<file path="config.mk">
export PLATFORM = sky130hd
export DESIGN_NAME = c_comment_stripper
export DESIGN_NICKNAME = d
export VERILOG_FILES = /design/src/design/ccs_pkg.sv /design/src/design/ccs_lexer.sv /design/src/design/ccs_out_queue.sv /design/src/design/c_comment_stripper.sv
export SDC_FILE = /design/constraint.sdc
export NUM_CORES = 1
export LEC_CHECK = 0
export ABC_AREA = 1
export BUFFER_PORTS_ARGS = -buffer_cell sky130_fd_sc_hd__buf_2
export CELL_PAD_IN_SITES_DETAIL_PLACEMENT = 1
export CELL_PAD_IN_SITES_GLOBAL_PLACEMENT = 1
export CORE_ASPECT_RATIO = 1.75
export CORE_MARGIN = 2
export CORE_UTILIZATION = 46
export DETAILED_ROUTE_END_ITERATION = 12
export PLACE_DENSITY_LB_ADDON = 0.1
export REMOVE_ABC_BUFFERS = 1
export SLEW_MARGIN = 20
export SYNTH_ARGS = -nofsm -noshare
export SYNTH_HDL_FRONTEND = slang
export SYNTH_SLANG_ARGS = --single-unit
</file>
<file path="constraint.sdc">
create_clock -name clock -period 3.1 [get_ports clock]
set_input_delay 0.465 -clock clock [delete_from_list [all_inputs] [get_ports clock]]
set_output_delay 0.465 -clock clock [all_outputs]
set_load 0.03 [all_outputs]
</file>
<file path="src/design/ccs_pkg.sv">
// shared types, character codes and lexer step function for the comment stripper
`timescale 1ns / 1ps

package ccs_pkg;

   localparam int MaxResults = 4;
   localparam int CountWidth = $clog2(MaxResults + 1);

   // character codes
   localparam logic [7:0] CH_BSL   = 8'h5C;
   localparam logic [7:0] CH_NL    = 8'h0A;
   localparam logic [7:0] CH_STAR  = 8'h2A;
   localparam logic [7:0] CH_SLASH = 8'h2F;
   localparam logic [7:0] CH_SPACE = 8'h20;
   localparam logic [7:0] CH_SQ    = 8'h27;
   localparam logic [7:0] CH_DQ    = 8'h22;

   // result kinds
   localparam logic [1:0] KIND_DATA       = 2'd0;
   localparam logic [1:0] KIND_END_OK     = 2'd1;
   localparam logic [1:0] KIND_END_CONST  = 2'd2;
   localparam logic [1:0] KIND_END_BLOCK  = 2'd3;

   typedef enum logic [2:0] {
      MODE_NORMAL = 3'd0,
      MODE_CONST  = 3'd1,
      MODE_CESC   = 3'd2,
      MODE_SLASH  = 3'd3,
      MODE_BLOCK  = 3'd4,
      MODE_LINE   = 3'd5
   } mode_type;

   typedef struct packed {
      logic [7:0] in_byte;
      logic       end_mark;
   } req_type;

   typedef struct packed {
      logic [7:0] out_byte;
      logic [1:0] kind;
      logic       last_of_run;
   } rsp_type;

   typedef struct packed {
      logic     splice_pending;
      mode_type lex_mode;
      logic     quote_is_double;
      logic     star_seen;
   } lex_state_type;

   // one lexer step: new state and up to two data bytes
   typedef struct packed {
      lex_state_type state;
      logic [1:0]    count;
      logic [7:0]    b0;
      logic [7:0]    b1;
   } lex_out_type;

   // results of one word, handed to the output queue
   typedef struct packed {
      logic [CountWidth-1:0]       count;
      rsp_type [MaxResults-1:0]    slot;
   } batch_type;

   function automatic lex_out_type emit(lex_out_type o, logic [7:0] c);
      lex_out_type r;
      r = o;
      if (o.count == 2'd0) begin
         r.b0 = c;
      end else begin
         r.b1 = c;
      end
      r.count = o.count + 2'd1;
      return r;
   endfunction

   // plain text handling of one byte
   function automatic lex_out_type normal_byte(lex_out_type o, logic [7:0] c);
      lex_out_type r;
      r = o;
      r.state.lex_mode = MODE_NORMAL;
      if (c == CH_SQ || c == CH_DQ) begin
         r = emit(r, c);
         r.state.quote_is_double = (c == CH_DQ);
         r.state.lex_mode = MODE_CONST;
      end else if (c == CH_SLASH) begin
         r.state.lex_mode = MODE_SLASH;
      end else begin
         r = emit(r, c);
      end
      return r;
   endfunction

   // one byte through the lexer, after splices are removed
   function automatic lex_out_type lex_byte(lex_state_type s, logic [7:0] c);
      lex_out_type o;
      logic [7:0]  q;
      o.state = s;
      o.count = 2'd0;
      o.b0    = 8'd0;
      o.b1    = 8'd0;
      q = s.quote_is_double ? CH_DQ : CH_SQ;
      case (s.lex_mode)
         MODE_CONST: begin
            o = emit(o, c);
            if (c == q) begin
               o.state.lex_mode = MODE_NORMAL;
            end else if (c == CH_BSL) begin
               o.state.lex_mode = MODE_CESC;
            end
         end
         MODE_CESC: begin
            o = emit(o, c);
            o.state.lex_mode = MODE_CONST;
         end
         MODE_SLASH: begin
            if (c == CH_STAR) begin
               o.state.lex_mode = MODE_BLOCK;
               o.state.star_seen = 1'b0;
            end else if (c == CH_SLASH) begin
               o.state.lex_mode = MODE_LINE;
            end else begin
               o = emit(o, CH_SLASH);
               o = normal_byte(o, c);
            end
         end
         MODE_BLOCK: begin
            if (c == CH_SLASH && s.star_seen) begin
               o = emit(o, CH_SPACE);
               o.state.lex_mode = MODE_NORMAL;
               o.state.star_seen = 1'b0;
            end else begin
               o.state.star_seen = (c == CH_STAR);
            end
         end
         MODE_LINE: begin
            if (c == CH_NL) begin
               o = emit(o, CH_NL);
               o.state.lex_mode = MODE_NORMAL;
            end
         end
         default: begin
            o = normal_byte(o, c);
         end
      endcase
      return o;
   endfunction

endpackage

</file>
<file path="src/design/ccs_lexer.sv">
// lexer state registers and the per-word result builder
`timescale 1ns / 1ps

module ccs_lexer (
   input  logic                clock,
   input  logic                reset,
   input  logic                step,
   input  ccs_pkg::req_type    word,
   output ccs_pkg::batch_type  batch
);

   localparam int CW = ccs_pkg::CountWidth;

   ccs_pkg::lex_state_type state_ff;
   ccs_pkg::lex_state_type state_in;

   // build the results of the held word
   always_comb begin
      ccs_pkg::lex_state_type s;
      ccs_pkg::lex_out_type   a;
      ccs_pkg::rsp_type       r;
      logic [1:0]             k;
      logic [CW-1:0]          n;

      s = state_ff;
      a = '0;
      r = '0;
      k = ccs_pkg::KIND_END_OK;
      n = '0;
      batch = '0;

      if (word.end_mark) begin
         // flush a held backslash, then report how the text ended
         if (s.splice_pending) begin
            s.splice_pending = 1'b0;
            a = ccs_pkg::lex_byte(s, ccs_pkg::CH_BSL);
            s = a.state;
            if (a.count >= 2'd1) begin
               r = '{out_byte: a.b0, kind: ccs_pkg::KIND_DATA, last_of_run: 1'b0};
               batch.slot[n[1:0]] = r;
               n = n + 1'b1;
            end
            if (a.count >= 2'd2) begin
               r = '{out_byte: a.b1, kind: ccs_pkg::KIND_DATA, last_of_run: 1'b0};
               batch.slot[n[1:0]] = r;
               n = n + 1'b1;
            end
         end
         case (s.lex_mode)
            ccs_pkg::MODE_CONST, ccs_pkg::MODE_CESC: k = ccs_pkg::KIND_END_CONST;
            ccs_pkg::MODE_BLOCK:                     k = ccs_pkg::KIND_END_BLOCK;
            default:                                 k = ccs_pkg::KIND_END_OK;
         endcase
         if (s.lex_mode == ccs_pkg::MODE_SLASH) begin
            r = '{out_byte: ccs_pkg::CH_SLASH, kind: ccs_pkg::KIND_DATA, last_of_run: 1'b0};
            batch.slot[n[1:0]] = r;
            n = n + 1'b1;
         end
         r = '{out_byte: 8'd0, kind: k, last_of_run: 1'b0};
         batch.slot[n[1:0]] = r;
         n = n + 1'b1;
         s = '0;
      end else begin
         // held backslash before a newline is a splice and vanishes
         if (s.splice_pending && word.in_byte != ccs_pkg::CH_NL) begin
            s.splice_pending = 1'b0;
            a = ccs_pkg::lex_byte(s, ccs_pkg::CH_BSL);
            s = a.state;
            if (a.count >= 2'd1) begin
               r = '{out_byte: a.b0, kind: ccs_pkg::KIND_DATA, last_of_run: 1'b0};
               batch.slot[n[1:0]] = r;
               n = n + 1'b1;
            end
            if (a.count >= 2'd2) begin
               r = '{out_byte: a.b1, kind: ccs_pkg::KIND_DATA, last_of_run: 1'b0};
               batch.slot[n[1:0]] = r;
               n = n + 1'b1;
            end
         end else if (s.splice_pending) begin
            s.splice_pending = 1'b0;
         end else begin
            s = s;
         end

         // current byte: either held as a new backslash or lexed
         if (state_ff.splice_pending && word.in_byte == ccs_pkg::CH_NL) begin
            s = s;
         end else if (word.in_byte == ccs_pkg::CH_BSL) begin
            s.splice_pending = 1'b1;
         end else begin
            a = ccs_pkg::lex_byte(s, word.in_byte);
            s = a.state;
            if (a.count >= 2'd1) begin
               r = '{out_byte: a.b0, kind: ccs_pkg::KIND_DATA, last_of_run: 1'b0};
               batch.slot[n[1:0]] = r;
               n = n + 1'b1;
            end
            if (a.count >= 2'd2) begin
               r = '{out_byte: a.b1, kind: ccs_pkg::KIND_DATA, last_of_run: 1'b0};
               batch.slot[n[1:0]] = r;
               n = n + 1'b1;
            end
         end
      end

      // mark the final result of the word
      if (n != '0) begin
         batch.slot[2'(n - 1'b1)].last_of_run = 1'b1;
      end
      batch.count = n;
      state_in = s;
   end

   // lexer state
   always_ff @(posedge clock) begin
      if (reset) begin
         state_ff <= '0;
      end else if (step) begin
         state_ff <= state_in;
      end
   end

endmodule

</file>
<file path="src/design/ccs_out_queue.sv">
// result queue: a word's results drain one per ready cycle
`timescale 1ns / 1ps

module ccs_out_queue (
   input  logic                clock,
   input  logic                reset,
   input  logic                load_valid,
   input  ccs_pkg::batch_type  load_batch,
   output logic                load_ready,
   output logic                rsp_valid,
   input  logic                rsp_ready,
   output ccs_pkg::rsp_type    rsp_word
);

   localparam int N  = ccs_pkg::MaxResults;
   localparam int CW = ccs_pkg::CountWidth;

   ccs_pkg::rsp_type [N-1:0] buf_ff;
   ccs_pkg::rsp_type [N-1:0] buf_in;
   logic [CW-1:0]            cnt_ff;
   logic [CW-1:0]            cnt_in;
   logic                     pop;
   logic                     load;

   assign rsp_valid  = (cnt_ff != '0);
   assign rsp_word   = buf_ff[0];
   assign pop        = rsp_valid && rsp_ready;
   assign load_ready = (cnt_ff == '0) || (cnt_ff == CW'(1) && pop);
   assign load       = load_valid && load_ready;

   // load a new batch or shift out the head
   always_comb begin
      buf_in = buf_ff;
      cnt_in = cnt_ff;
      if (load) begin
         buf_in = load_batch.slot;
         cnt_in = load_batch.count;
      end else if (pop) begin
         for (int i = 0; i < N - 1; i++) begin
            buf_in[i] = buf_ff[i+1];
         end
         cnt_in = cnt_ff - 1'b1;
      end
   end

   always_ff @(posedge clock) begin
      buf_ff <= buf_in;
      if (reset) begin
         cnt_ff <= '0;
      end else begin
         cnt_ff <= cnt_in;
      end
   end

endmodule

</file>
<file path="src/design/c_comment_stripper.sv">
// top level of the comment stripper: input register, lexer and result queue
`timescale 1ns / 1ps

// channel  ports                           word
// input    req_valid req_ready req_word    in_byte, end_mark
// result   rsp_valid rsp_ready rsp_word    out_byte, kind, last_of_run
//
// a word enters the input register, then the lexer turns it into its results
// in one pass and loads them into a four-entry result queue
// one word per cycle while each word gives at most one result and rsp_ready
// is high; a word with more results waits until the queue has drained all
// but its last; reset returns the lexer to plain text and empties both
// registers; result stalls back up through the queue and the input register

module c_comment_stripper (
   input  logic              clock,
   input  logic              reset,
   input  logic              req_valid,
   output logic              req_ready,
   input  ccs_pkg::req_type  req_word,
   output logic              rsp_valid,
   input  logic              rsp_ready,
   output ccs_pkg::rsp_type  rsp_word
);

   ccs_pkg::req_type   hold_ff;
   logic               hold_valid_ff;
   ccs_pkg::batch_type batch;
   logic               load_ready;
   logic               step;

   assign step      = hold_valid_ff && load_ready;
   assign req_ready = !hold_valid_ff || step;

   // input register
   always_ff @(posedge clock) begin
      if (req_valid && req_ready) begin
         hold_ff <= req_word;
      end
      if (reset) begin
         hold_valid_ff <= 1'b0;
      end else if (req_valid && req_ready) begin
         hold_valid_ff <= 1'b1;
      end else if (step) begin
         hold_valid_ff <= 1'b0;
      end
   end

   ccs_lexer u_lexer (
      .clock (clock),
      .reset (reset),
      .step  (step),
      .word  (hold_ff),
      .batch (batch)
   );

   ccs_out_queue u_queue (
      .clock      (clock),
      .reset      (reset),
      .load_valid (hold_valid_ff),
      .load_batch (batch),
      .load_ready (load_ready),
      .rsp_valid  (rsp_valid),
      .rsp_ready  (rsp_ready),
      .rsp_word   (rsp_word)
   );

endmodule
</file>
### Word level (Yosys, flattened, before mapping)

Cells that the tools add are included.

* add/subtract/negate cells: 8
* magnitude comparators: 20
* eq/ne operators: 24
* mux-type cells: 110
* bitwise gates (word level): 3
* reductions and logical operators: 25

Operators by type and width (number)
* $mux 44: 17
* $bwmux 44: 6
* $demux 11 s2: 7
* $mux 11: 12
* $pmux 24 s5: 1
* $mux 18: 5
* $mux 3: 27
* $mux 24: 3
* $mux 33: 2
* $pmux 18 s2: 1
* $mux 17: 2
* $eq 8x6->1 const B: 4
* $and 24x24->24: 1
* $not 24->24: 1
* $mux 23: 1
* $mux 22: 1
* $lt 2x3->1 const B: 7
* $mux 21: 1
* $ge 2x1->1 const B: 10
* $mux 20: 1
* $mux 5: 4
* $or 20x20->20: 1
* $add 3x1->3 const B: 6
* $eq 3x2->1 const B: 6
* 23 further kinds: 63

* register bits: 63
* bits of input ports: 13
* output and inout port bits: 13
* word-level logic and storage cells: 210

### Longest topological paths before layout

Gate-level depths: netlist (run 1).

* depth after elaboration: 31
* gate-level depth with buffers: 24
* depth with buffers taken out: 24

### Modules after synthesis

From an unflattened synthesis (run 1), not the netlist that was laid out.

* cell total of the unflattened synthesis: 627
* area total of the unflattened synthesis: 4635.7 µm²

Modules (own cells, without submodules)
* ccs_lexer: instances 1, cells an instance 407, area an instance 2202.1 µm², sequential area each 120.1 µm²
* ccs_out_queue: instances 1, cells an instance 203, area an instance 2108.3 µm², sequential area each 1381.3 µm²
* c_comment_stripper: instances 1, cells an instance 17, area an instance 325.3 µm², sequential area each 290.3 µm²

### Least setup slack after synthesis (run 1)

OpenSTA, ideal clock, no wires.

* path type: register to register
* start: register u_lexer.state_ff[3] (netlist bit)
* end: register u_queue.buf_ff[16] (netlist bit), data pin
* setup time: 0.262 ns
* data arrival time: 2.519 ns
* slack: 0.319 ns
* stages on the path, launching flop included: 20
* path buffers: 0
* period minus slack after synthesis: 2.781 ns
* cells stage by stage: dfxtp_1 > nand2_1 > nor2_4 > inv_2 > nor2_4 > inv_2 > nor2_4 > inv_2 > ha_1 > inv_1 > nand2_1 > nand2_1 > inv_1 > ha_1 > nand2_2 > inv_1 > o21ai_2 > o21ai_0 > o211ai_1 > a21oi_1

RTL lines
* start: declaration: RTL line ccs_lexer.sv:14 `ccs_pkg::lex_state_type state_ff;`
* start signal: assignment: RTL line ccs_lexer.sv:119 `state_ff <= state_in;`
* end signal: assignment: RTL line ccs_out_queue.sv:47 `buf_ff <= buf_in;`
* end: declaration: RTL line ccs_out_queue.sv:18 `ccs_pkg::rsp_type [N-1:0] buf_ff;`

==> metrics.md, run 1 <==
| Metric | Value |
|---|---|
| Critical path class | `register to register` |
| CTS H-tree lvls | `3` |
| Final period utilization | `0.941` |
| Setup violators final | `0` |
| Delay of the slowest cell on the worst path | `0.40 ns` |
| Die W | `77.0 um` |
| Psw | `1.60 mW` |
| Filler cells | `1,150` |
| DR vias | `4,217` |
| Starting density of the core | `0.472` |
| Warnings from Yosys | `0` |
| Initial drt markers | `214` |
| Max Fclk | `0.343 GHz` |
| CTS tree | `done` |
| TritonCTS Buffers | `9` |
| Port bufs | `25` |
| Register area share after synthesis | `0.417` |
| Register bit total from synthesis | `63` |
| Detail Placement HPWL | `12.0 mm` |
| Critical-path cell list | `buf_4, nor2_1, nand3_1, nor2_1, nand4_1, nand2_2, nor2_8, nand2_8, nand2_2, nand2_1, inv_1, ha_1, nor2_1, nor2_1, nand2_2, nand2_1, nand2_1, a22oi_2` |
| Cells after synthesis | `539` |
| Max transition margin | `0.678` |
| DRC Markers | `0` |
| Min Tclk post-route | `2.92 ns` |
| CTS clk-pin slew, worst paths | `0.06 ns` |
| Gr ovfl total | `0` |
| Share of cells above drive strength 1 | `0.254` |
| Io pins | `26` |
| Hold Vio Cnt, Final | `0` |
| Layout area overhead | `22.7%` |
| Clock group share of total power | `0.267` |
| FFs w/ async S/R, synth | `0` |
| Global-route wire length before repair | `24.1 mm` |
| Min Hold Slack | `0.292 ns` |
| RePlAce Congestion | `1.05` |
| Routed WL | `15.0 mm` |
| Flop pwr share | `0.350` |
| Req. time, crit path | `3.18 ns` |
| NumNets Final | `647` |
| Mapped Avg Cell Area | `7.97 sq um` |
| WL/cell | `20.3 um` |
| Pwr Total | `4.18 mW` |
| Worst-Skew Late Latency | `0.34 ns` |
| Final instance area | `0.00527 sq mm` |
| Top_reg_cell synth | `edfxtp_1` |
| Vias in the first global route | `4,639` |
| Area after DPL | `0.00488 sq mm` |
| TritonRoute pass-1 iters | `4` |
| # rows | `46` |
| Remaining antenna violation count after routing | `0` |
| Initial antenna violation count | `0` |
| Antenna cells | `0` |
| Worst setup SP type | `register` |
| CP max FO | `5` |
| Logic pwr share | `0.383` |
| WP data arrival | `3.00 ns` |
| Clk sinks | `63` |
| Setup WS post-layout | `0.183 ns` |
| Max Slew Vio Count | `0` |
| Switching part of the total | `0.382` |
| Count of cell types in the netlist | `43` |
| Pwr/cell area | `793 mW/mm^2` |
| CTS Hold Bufs | `0` |
| Die ar. | `0.0102 sq mm` |
| Post-Syn Area | `0.00430 sq mm` |
| Post-synth EDFFs | `53` |
| Maxcap violations | `0` |
| Vias per std cell | `5.71` |
| Place WS | `0.0924 ns` |
| Layout Utilization | `0.580` |
| Int Pwr | `2.58 mW` |
| Worst min path class | `input port to register` |
| Worst clock skew | `0.00887 ns` |
| CP endpoint kind | `register` |
| Outcome | `finished, final reports clean` |
| Static leakage | `2.32 nW` |
| CP max stage cell | `edfxtp_1` |
| Max VDD drop | `0.000568 V` |
| Worst path most repeated cell | `nor2_1` |
| Die H | `132 um` |
| Max Buffers Root-to-Sink | `2` |
| Worst-margin pin slew | `0.483 ns` |
| Total track usage | `0.311` |
| Core Area | `0.00909 sq mm` |
| CTS root buf | `clkbuf_16` |
| Largest net degree at the start of global routing | `37` |
## layout make-up
cell class              count  area (sq um)  share of cell area
multi-input cells         388          2160               0.410
flip-flops and latches     63          1790               0.340
repair buffers             85           576               0.109
clock buffers              11           275              0.0522
inverters                  67           254              0.0482
well taps                 120           150              0.0285
clock inverters             5          58.8              0.0112
## sequential cells by signal (all words and copies together), names as in the netlist
register / flops
hold_ff: 9
hold_valid_ff: 1
u_lexer.state_ff: 6
u_queue.buf_ff: 33
u_queue.cnt_ff: 3
u_queue.rsp_word: 11
## critical path: cells and delay by family (launching register included)
family	cells	cell delay, ns
buffers and inverters	2	0.27
adders and majority gates	1	0.30
and+or+nand+nor	14	1.60
DFF	1	0.40
AOI/OAI and AO/OA	1	0.09
## metal layers
metal  GRT usage  up-vias  part of all wire
li1            -     1966                 -
met1       0.306     2047              0.35
met2       0.573      128              0.53
met3      0.0527       76             0.032
met4       0.229        0             0.090
met5           0        -                 0
## layout by cell type (no fill, tap or decap), types with 14 or more instances in the layout
cell type	count
buf_2	25
nand2_1	128
nand3_1	20
inv_1	51
buf_4	60
edfxtp_1	53
inv_2	14
nor2_1	52
o21ai_0	28
ha_1	20
a21oi_1	41
## stage by stage
step	setup TNS (ns)	instances
after global routing	-0.0157	739
final	0	739
after detailed placement	0	721
after floorplan	-8.92	518
after global placement	0	721
after CTS	0	737
## worst paths after layout
| check | startpoint | endpoint | cells past startpoint | slack [ns] |
|---|---|---|---|---|
| hold / removal | req_word[0] | hold_ff[0] | 1 | 0.29 |
| setup reg to reg | hold_ff[7] | u_queue.buf_ff[11] | 18 | 0.18 |
| setup / recovery | hold_ff[7] | u_queue.buf_ff[11] | 18 | 0.18 |
| hold reg to reg | u_lexer.state_ff[2] | u_lexer.state_ff[2] | 2 | 0.50 |
## timing repair
action | in CTS | in global routing
endpoints found under the hold margin | 0 | 0
gates resized for setup | 1 | 12
setup buffers | 0 | 2
endpoints found under the setup margin | 1 | 21
pin swaps | 0 | 3
## power by group through the flow
| stage | clock (mW) | sequential, mW | combinational, mW |
|---|---|---|---|
| after floorplan | 0 | 1.63 | 0.814 |
| after global placement | 0 | 1.46 | 1.51 |
| after detailed placement | 0 | 1.47 | 1.57 |
| after CTS | 1.12 | 1.46 | 1.59 |
| after global routing | 1.16 | 1.49 | 1.75 |
| final | 1.12 | 1.46 | 1.60 |
## cell usage after synthesis, types with 2 or more instances
master | n | area, sq um
edfxtp_1 | 53 | 1590
buf_4 | 12 | 90.1
o21ai_0 | 30 | 150
o21ai_1 | 8 | 40.0
a41oi_1 | 2 | 17.5
a21oi_1 | 41 | 205
a22oi_1 | 9 | 67.6
o21a_1 | 2 | 15.0
clkbuf_1 | 8 | 30.0
nand3_2 | 2 | 20.0
dfxtp_1 | 10 | 200
o211ai_1 | 5 | 37.5
nor3_1 | 8 | 40.0
or2_2 | 2 | 12.5
nand2_2 | 7 | 43.8
inv_2 | 15 | 56.3
ha_1 | 20 | 250
nand2_4 | 3 | 33.8
nand2_1 | 130 | 488
nand3_4 | 2 | 35.0
o22ai_1 | 13 | 81.3
o21ai_2 | 4 | 35.0
o21bai_1 | 2 | 15.0
nand3_1 | 20 | 100
nor2_2 | 3 | 18.8
nor2_4 | 6 | 67.6
inv_1 | 51 | 191
nor2_1 | 53 | 199
nand4_1 | 4 | 25.0
## logic make-up (layout without fill, tap and decap cells)
logic type,count (synthesis),in the layout,synth area share
AND/OR/NAND/NOR,246,246,0.271
AO/OA/AOI/OAI,122,122,0.166
buffers and inverters,88,168,0.0877
flip-flops,63,63,0.417
adder cells (fa/ha/maj),20,20,0.0583
Power figures use the tool's default switching activity.
==> inputs of run 2 (changes only) <==
--- a/config.mk
+++ b/config.mk
@@ -11,7 +11,7 @@
 export CELL_PAD_IN_SITES_GLOBAL_PLACEMENT = 1
 export CORE_ASPECT_RATIO = 1.75
 export CORE_MARGIN = 2
-export CORE_UTILIZATION = 46
+export CORE_UTILIZATION = 42
 export DETAILED_ROUTE_END_ITERATION = 12
 export PLACE_DENSITY_LB_ADDON = 0.1
 export REMOVE_ABC_BUFFERS = 1
==> constraint.sdc (replaced) <==
create_clock -name clock -period 2.61 [get_ports clock]
set_input_delay 0.3915 -clock clock [delete_from_list [all_inputs] [get_ports clock]]
set_output_delay 0.3915 -clock clock [all_outputs]
set_load 0.03 [all_outputs]
==> run 2 against run 1 <==
Compared with the run above:
- the flow now finishes with violations (negative setup slack)
- register-to-register slack worse by 0.50 ns
- non-clock buffer count increased by 74
- clock skew is essentially flat
- core utilization grew 5.5 points
- hold slack got worse by 0.067 ns
- setup slack worse by 0.50 ns
- largest power group unchanged
==> metrics.md, run 2 (synthesis gave the netlist of run 1 again) <==
| Metric | Value |
|---|---|
| Int Pwr | `3.18 mW` |
| Max Buffers Root-to-Sink | `2` |
| CTS clk-pin slew, worst paths | `0.06 ns` |
| NumNets Final | `721` |
| Io pins | `26` |
| Final instance area | `0.00629 sq mm` |
| Most flops, register | `u_queue.buf_ff` |
| Max transition margin | `0.558` |
| Bufs and invs on worst path | `2` |
| R2R Path End | `u_queue.buf_ff[18]` |
| Initial drt markers | `285` |
| Crit path max-delay family | `simple AND/OR/NAND/NOR gates` |
| Worst Setup EP | `u_queue.buf_ff[18]` |
| CTS root buf | `clkbuf_16` |
| Setup WS post-layout | `-0.313 ns` |
| Hold Vio Cnt, Final | `0` |
| Layout area overhead | `46.5%` |
| Reg-to-reg startpoint | `hold_ff[7]` |
| Maxcap violations | `0` |
| DR vias | `4,763` |
| Max VDD drop | `0.000863 V` |
| Port bufs | `25` |
| Worst-margin pin slew | `0.663 ns` |
| Total track usage | `0.322` |
| Filler cells | `1,165` |
| Die W | `80.4 um` |
| Final period utilization | `1.12` |
| CP max stage cell | `edfxtp_1` |
| RePlAce Congestion | `1.02` |
| RSZ-0062 raised after global routing | `true` |
| Worst setup path start | `hold_ff[7]` |
| Area after DPL | `0.00518 sq mm` |
| Worst clock skew | `0.00914 ns` |
| Vias in the first global route | `4,833` |
| Commonest non-fill, non-tap cell in the layout | `buf_4` |
| Pwr Total | `5.31 mW` |
| Global-route wire length before repair | `25.8 mm` |
| Initial antenna violation count | `0` |
| Clock group share of total power | `0.232` |
| Layout Utilization | `0.635` |
| CTS H-tree lvls | `3` |
| Switching part of the total | `0.401` |
| Starting density of the core | `0.433` |
| Min Tclk post-route | `2.92 ns` |
| Critical path class | `register to register` |
| TritonCTS Buffers | `9` |
| Worst min path class | `input port to register` |
| Pwr/cell area | `844 mW/mm^2` |
| Min Hold Slack | `0.225 ns` |
| CTS Hold Bufs | `0` |
| Max Fclk | `0.342 GHz` |
| R2R cell count | `18` |
| CTS tree | `done` |
| Vias per std cell | `5.82` |
| TritonRoute pass-1 iters | `5` |
| Outcome | `finished, violations left` |
| Worst-Skew Late Latency | `0.34 ns` |
| Antenna cells | `0` |
| DRC Markers | `0` |
| Delay of the slowest cell on the worst path | `0.43 ns` |
| Logic pwr share | `0.441` |
| Worst path most repeated cell | `nand2_4` |
| WL/cell | `23.2 um` |
| Failing checks | `negative setup slack` |
| Die H | `138 um` |
| Largest register FFs | `33` |
| Psw | `2.13 mW` |
| Req. time, crit path | `2.67 ns` |
| Max Slew Vio Count | `0` |
| Critical-path cell list | `buf_4, nor2_1, nand3_1, nor2_1, nand4_1, nand2_2, nor2_8, nand2_8, nand2_4, nand2_4, inv_4, ha_4, nand2_4, nand3_4, o21ai_4, nand2_2, o211ai_1, a21oi_1` |
| Remaining antenna violation count after routing | `0` |
| Core Area | `0.00991 sq mm` |
| Static leakage | `2.77 nW` |
| # rows | `48` |
| Routed WL | `19.0 mm` |
| Die ar. | `0.0111 sq mm` |
| Register-to-register setup slack | `-0.31 ns` |
| Share of cells above drive strength 1 | `0.440` |
| Gr ovfl total | `0` |
| CP max FO | `4` |
| Worst setup SP type | `register` |
| Setup violators final | `37` |
| CP endpoint kind | `register` |
| Largest net degree at the start of global routing | `37` |
| Clk sinks | `63` |
| WP data arrival | `2.99 ns` |
| Crit path depth | `18` |
| Setup TNS | `-8.06 ns` |
| Flop pwr share | `0.327` |
| Detail Placement HPWL | `12.1 mm` |
| Most frequent cells in the layout | `buf_4 (121), nand2_1 (111), edfxtp_1 (53)` |
## run 2: changes by cell type in the layout (fill, tap and decap cells not counted), sizes merged
cell | before | now
buf | 85 | 159
clkinv | 2 | 3
clkinvlp | 2 | 1
## run 2: worst register-to-register path, stage by stage, from the launching register on
cell,delay (ns)
edfxtp_1,0.43
buf_4,0.18
nor2_1,0.13
nand3_1,0.11
nor2_1,0.15
nand4_1,0.19
nand2_2,0.19
nor2_8,0.07
nand2_8,0.09
nand2_4,0.06
nand2_4,0.09
inv_4,0.06
ha_4,0.16
nand2_4,0.11
nand3_4,0.13
o21ai_4,0.12
nand2_2,0.06
o211ai_1,0.20
a21oi_1,0.13
## run 2: power by group through the flow
stage | logic, mW | registers (mW) | clock network (mW)
5_1_grt | 2.51 | 1.77 | 1.27
3_5_place_dp | 1.92 | 1.75 | 0
6_report | 2.34 | 1.74 | 1.23
4_1_cts | 2.08 | 1.73 | 1.24
2_1_floorplan | 0.967 | 1.93 | 0
3_3_place_gp | 1.85 | 1.73 | 0
## run 2: stage by stage
step           cells  setup slack, ns
2_1_floorplan    518           -0.855
3_3_place_gp     763           -0.192
3_5_place_dp     763           -0.325
4_1_cts          804          -0.0605
5_1_grt          818           -0.436
6_report         818           -0.313
## run 2: worst min-delay path by stage
stage | startpoint | endpoint | slack, ns | cells after the start
6_report | req_word[3] | hold_ff[3] | 0.23 | 1
5_1_grt | req_word[3] | hold_ff[3] | 0.22 | 1
4_1_cts | req_word[3] | hold_ff[3] | 0.22 | 1
3_5_place_dp | u_queue.buf_ff[11] | u_queue.rsp_word[0] | 0.52 | 2
3_3_place_gp | u_queue.buf_ff[11] | u_queue.rsp_word[0] | 0.50 | 2
2_1_floorplan | u_lexer.state_ff[0] | u_lexer.state_ff[0] | 0.45 | 2
## run 2: per-layer routing
layer	vias to the layer above	GRT usage	part of all wire
met2	204	0.583	0.52
met3	107	0.0603	0.051
met5	-	0	0
met1	2333	0.305	0.33
li1	2119	-	-
met4	0	0.266	0.097
## run 2: final cells by class
cell class                 count  area [sq um]  area share
multi-input combinational    388          2580       0.410
inverter                      67           272      0.0431
clock buffer                  11           243      0.0386
timing repair buffer         159          1190       0.189
tap                          125           156      0.0249
sequential                    63          1800       0.286
clock inverter                 5          56.3     0.00895
## run 2: timing repair
item / CTS / global route
resized for setup: 82 / 58
buffers inserted: 25 / 16
pin swaps: 39 / 39
setup endpoints to repair: 37 / 37
==> inputs of run 3 (changes only) <==
--- a/config.mk
+++ b/config.mk
@@ -11,7 +11,7 @@
 export CELL_PAD_IN_SITES_GLOBAL_PLACEMENT = 1
 export CORE_ASPECT_RATIO = 1.75
 export CORE_MARGIN = 2
-export CORE_UTILIZATION = 42
+export CORE_UTILIZATION = 30
 export DETAILED_ROUTE_END_ITERATION = 12
 export PLACE_DENSITY_LB_ADDON = 0.1
 export REMOVE_ABC_BUFFERS = 1
@@ -19,3 +19,4 @@
 export SYNTH_ARGS = -nofsm -noshare
 export SYNTH_HDL_FRONTEND = slang
 export SYNTH_SLANG_ARGS = --single-unit
+export TNS_END_PERCENT = 30
==> run 3 against run 2 <==
Compared with the run above:
- the flow still finishes with violations (negative setup slack)
- clock skew increased by 0.0029 ns
- non-clock buffer count decreased by 2
- final area decreased by 1.6%
- die area increased by 38%
- total power decreased by 4.7%
- sequential power about the same
- largest power group unchanged
- highest routed layer unchanged
==> metrics.md, run 3 (synthesis gave the netlist of run 1 again) <==
| Metric | Value |
|---|---|
| Io pins | `26` |
| Core Area | `0.0139 sq mm` |
| Max Fclk | `0.351 GHz` |
| TritonRoute pass-1 iters | `4` |
| CP endpoint kind | `register` |
| CTS tree | `done` |
| Max Buffers Root-to-Sink | `2` |
| Critical-path cell list | `inv_2, nand2_4, nor3_4, o21ai_2, nand3_4, nand2_4, nor2_8, nand2_8, nand2_4, nand2_4, buf_4, ha_4, inv_2, nor2_1, inv_1, nand3_4, buf_6, o22ai_1, nand2_1, a21oi_1` |
| NumNets Final | `719` |
| Remaining antenna violation count after routing | `0` |
| Initial drt markers | `132` |
| Pwr/cell area | `817 mW/mm^2` |
| Most frequent cells in the layout | `buf_4 (126), nand2_1 (113), edfxtp_1 (53)` |
| Initial antenna violation count | `0` |
| Die H | `162 um` |
| Gr ovfl total | `0` |
| Failing checks | `negative setup slack` |
| CTS H-tree lvls | `3` |
| Final Non-Filler Cells | `868` |
| Die W | `94.5 um` |
| Worst-Skew Late Latency | `0.33 ns` |
| Hold Vio Cnt, Final | `0` |
| Static leakage | `2.71 nW` |
| Largest register FFs | `33` |
| DR vias | `4,360` |
| Maxcap violations | `0` |
| Max Slew Vio Count | `0` |
| Max VDD drop | `0.000472 V` |
| Min Tclk post-route | `2.85 ns` |
| Worst path most repeated cell | `nand2_4` |
| Vias per std cell | `5.02` |
| Commonest non-fill, non-tap cell in the layout | `buf_4` |
| Most flops, register | `u_queue.buf_ff` |
| Delay of the slowest cell on the worst path | `0.43 ns` |
| Antenna cells | `0` |
| Setup WS post-layout | `-0.240 ns` |
| Vias in the first global route | `4,712` |
| Share of cells above drive strength 1 | `0.421` |
| Final instance area | `0.00619 sq mm` |
| CP max FO | `4` |
| # rows | `57` |
| Pwr Total | `5.06 mW` |
| TritonCTS Buffers | `9` |
| RePlAce Congestion | `0.917` |
| Outcome | `finished, violations left` |
| Area after DPL | `0.00523 sq mm` |
| WL/cell | `19.1 um` |
| Worst-margin pin slew | `0.660 ns` |
| Layout Utilization | `0.445` |
| CP max stage cell | `edfxtp_1` |
| Largest net degree at the start of global routing | `37` |
| Setup violators final | `34` |
| Global-route wire length before repair | `25.6 mm` |
| Routed WL | `16.5 mm` |
| Starting density of the core | `0.309` |
| Min Hold Slack | `0.227 ns` |
| Max transition margin | `0.560` |
| Number of cells after detailed placement | `815` |
| WP data arrival | `3.03 ns` |
| Port bufs | `25` |
| CTS Hold Bufs | `0` |
| Register area | `0.00179 sq mm` |
| Critical path class | `register to register` |
| Worst setup SP type | `register` |
| CTS root buf | `clkbuf_16` |
| Req. time, crit path | `2.79 ns` |
| Clk sinks | `63` |
| Worst min path class | `input port to register` |
| DRC Markers | `0` |
| Die ar. | `0.0153 sq mm` |
| RSZ-0062 raised after global routing | `true` |
| Layout area overhead | `44.2%` |
| Detail Placement HPWL | `12.6 mm` |
| Filler cells | `1,701` |
| Final period utilization | `1.09` |
| Total track usage | `0.225` |
| Worst clock skew | `0.0121 ns` |
| Multi-input logic area | `0.00249 sq mm` |
| CTS clk-pin slew, worst paths | `0.06 ns` |
run 3: power by group:
part / internal [mW] / total [mW] / switching [mW]
logic: 0.779 / 2.22 / 1.44
clock network: 0.665 / 1.12 / 0.455
registers: 1.62 / 1.72 / 0.106
total: 3.06 / 5.06 / 2.00
run 3: timing repair:
action                     4_1_cts  5_1_grt
setup endpoints to repair       37       37
cloned                           0        0
pin swaps                       28       35
setup buffers                   24       13
gates resized for setup         65       49
run 3: through the flow:
stage / setup TNS, ns / worst slack (ns)
floorplan: -33.21 / -0.855
CTS: -0.946 / -0.0974
global placement: -5.26 / -0.471
detailed placement: -9.17 / -0.584
global route: -10.23 / -0.403
finish: -5.33 / -0.240
run 3: layer usage:
| metal | part of all wire | vias up | routed length [um] | GRT usage |
|---|---|---|---|---|
| li1 | - | 2110 | - | - |
| met1 | 0.36 | 2117 | 5930 | 0.228 |
| met4 | 0.055 | 0 | 906 | 0.130 |
| met3 | 0.022 | 47 | 358 | 0.0278 |
| met5 | 0 | - | 0 | 0 |
| met2 | 0.56 | 86 | 9340 | 0.427 |
run 3: worst max-delay path, delay by kind of cell, from the launching register on:
kind            cells  cell delay (ns)
compound gates      3             0.37
fa+ha+maj           1             0.15
buf+inv             5             0.59
flops               1             0.43
simple gates       11             1.16
run 3: layout make-up:
type / instances / area share
Sequential cell: 63 / 0.290
Clock inverter: 4 / 0.00343
Inverter: 67 / 0.0438
Multi-Input combinational cell: 388 / 0.402
Clock buffer: 12 / 0.0398
Tap cell: 177 / 0.0358
Timing Repair Buffer: 157 / 0.185
run 3: path summary, 6_finish.rpt:
check	start	to	slack (ns)	cells past startpoint
min	req_word[4]	hold_ff[4]	0.23	1
min reg2reg	u_lexer.state_ff[0]	u_lexer.state_ff[0]	0.51	2
max reg2reg	hold_ff[7]	u_queue.buf_ff[28]	-0.24	20
max	hold_ff[7]	u_queue.buf_ff[28]	-0.24	20
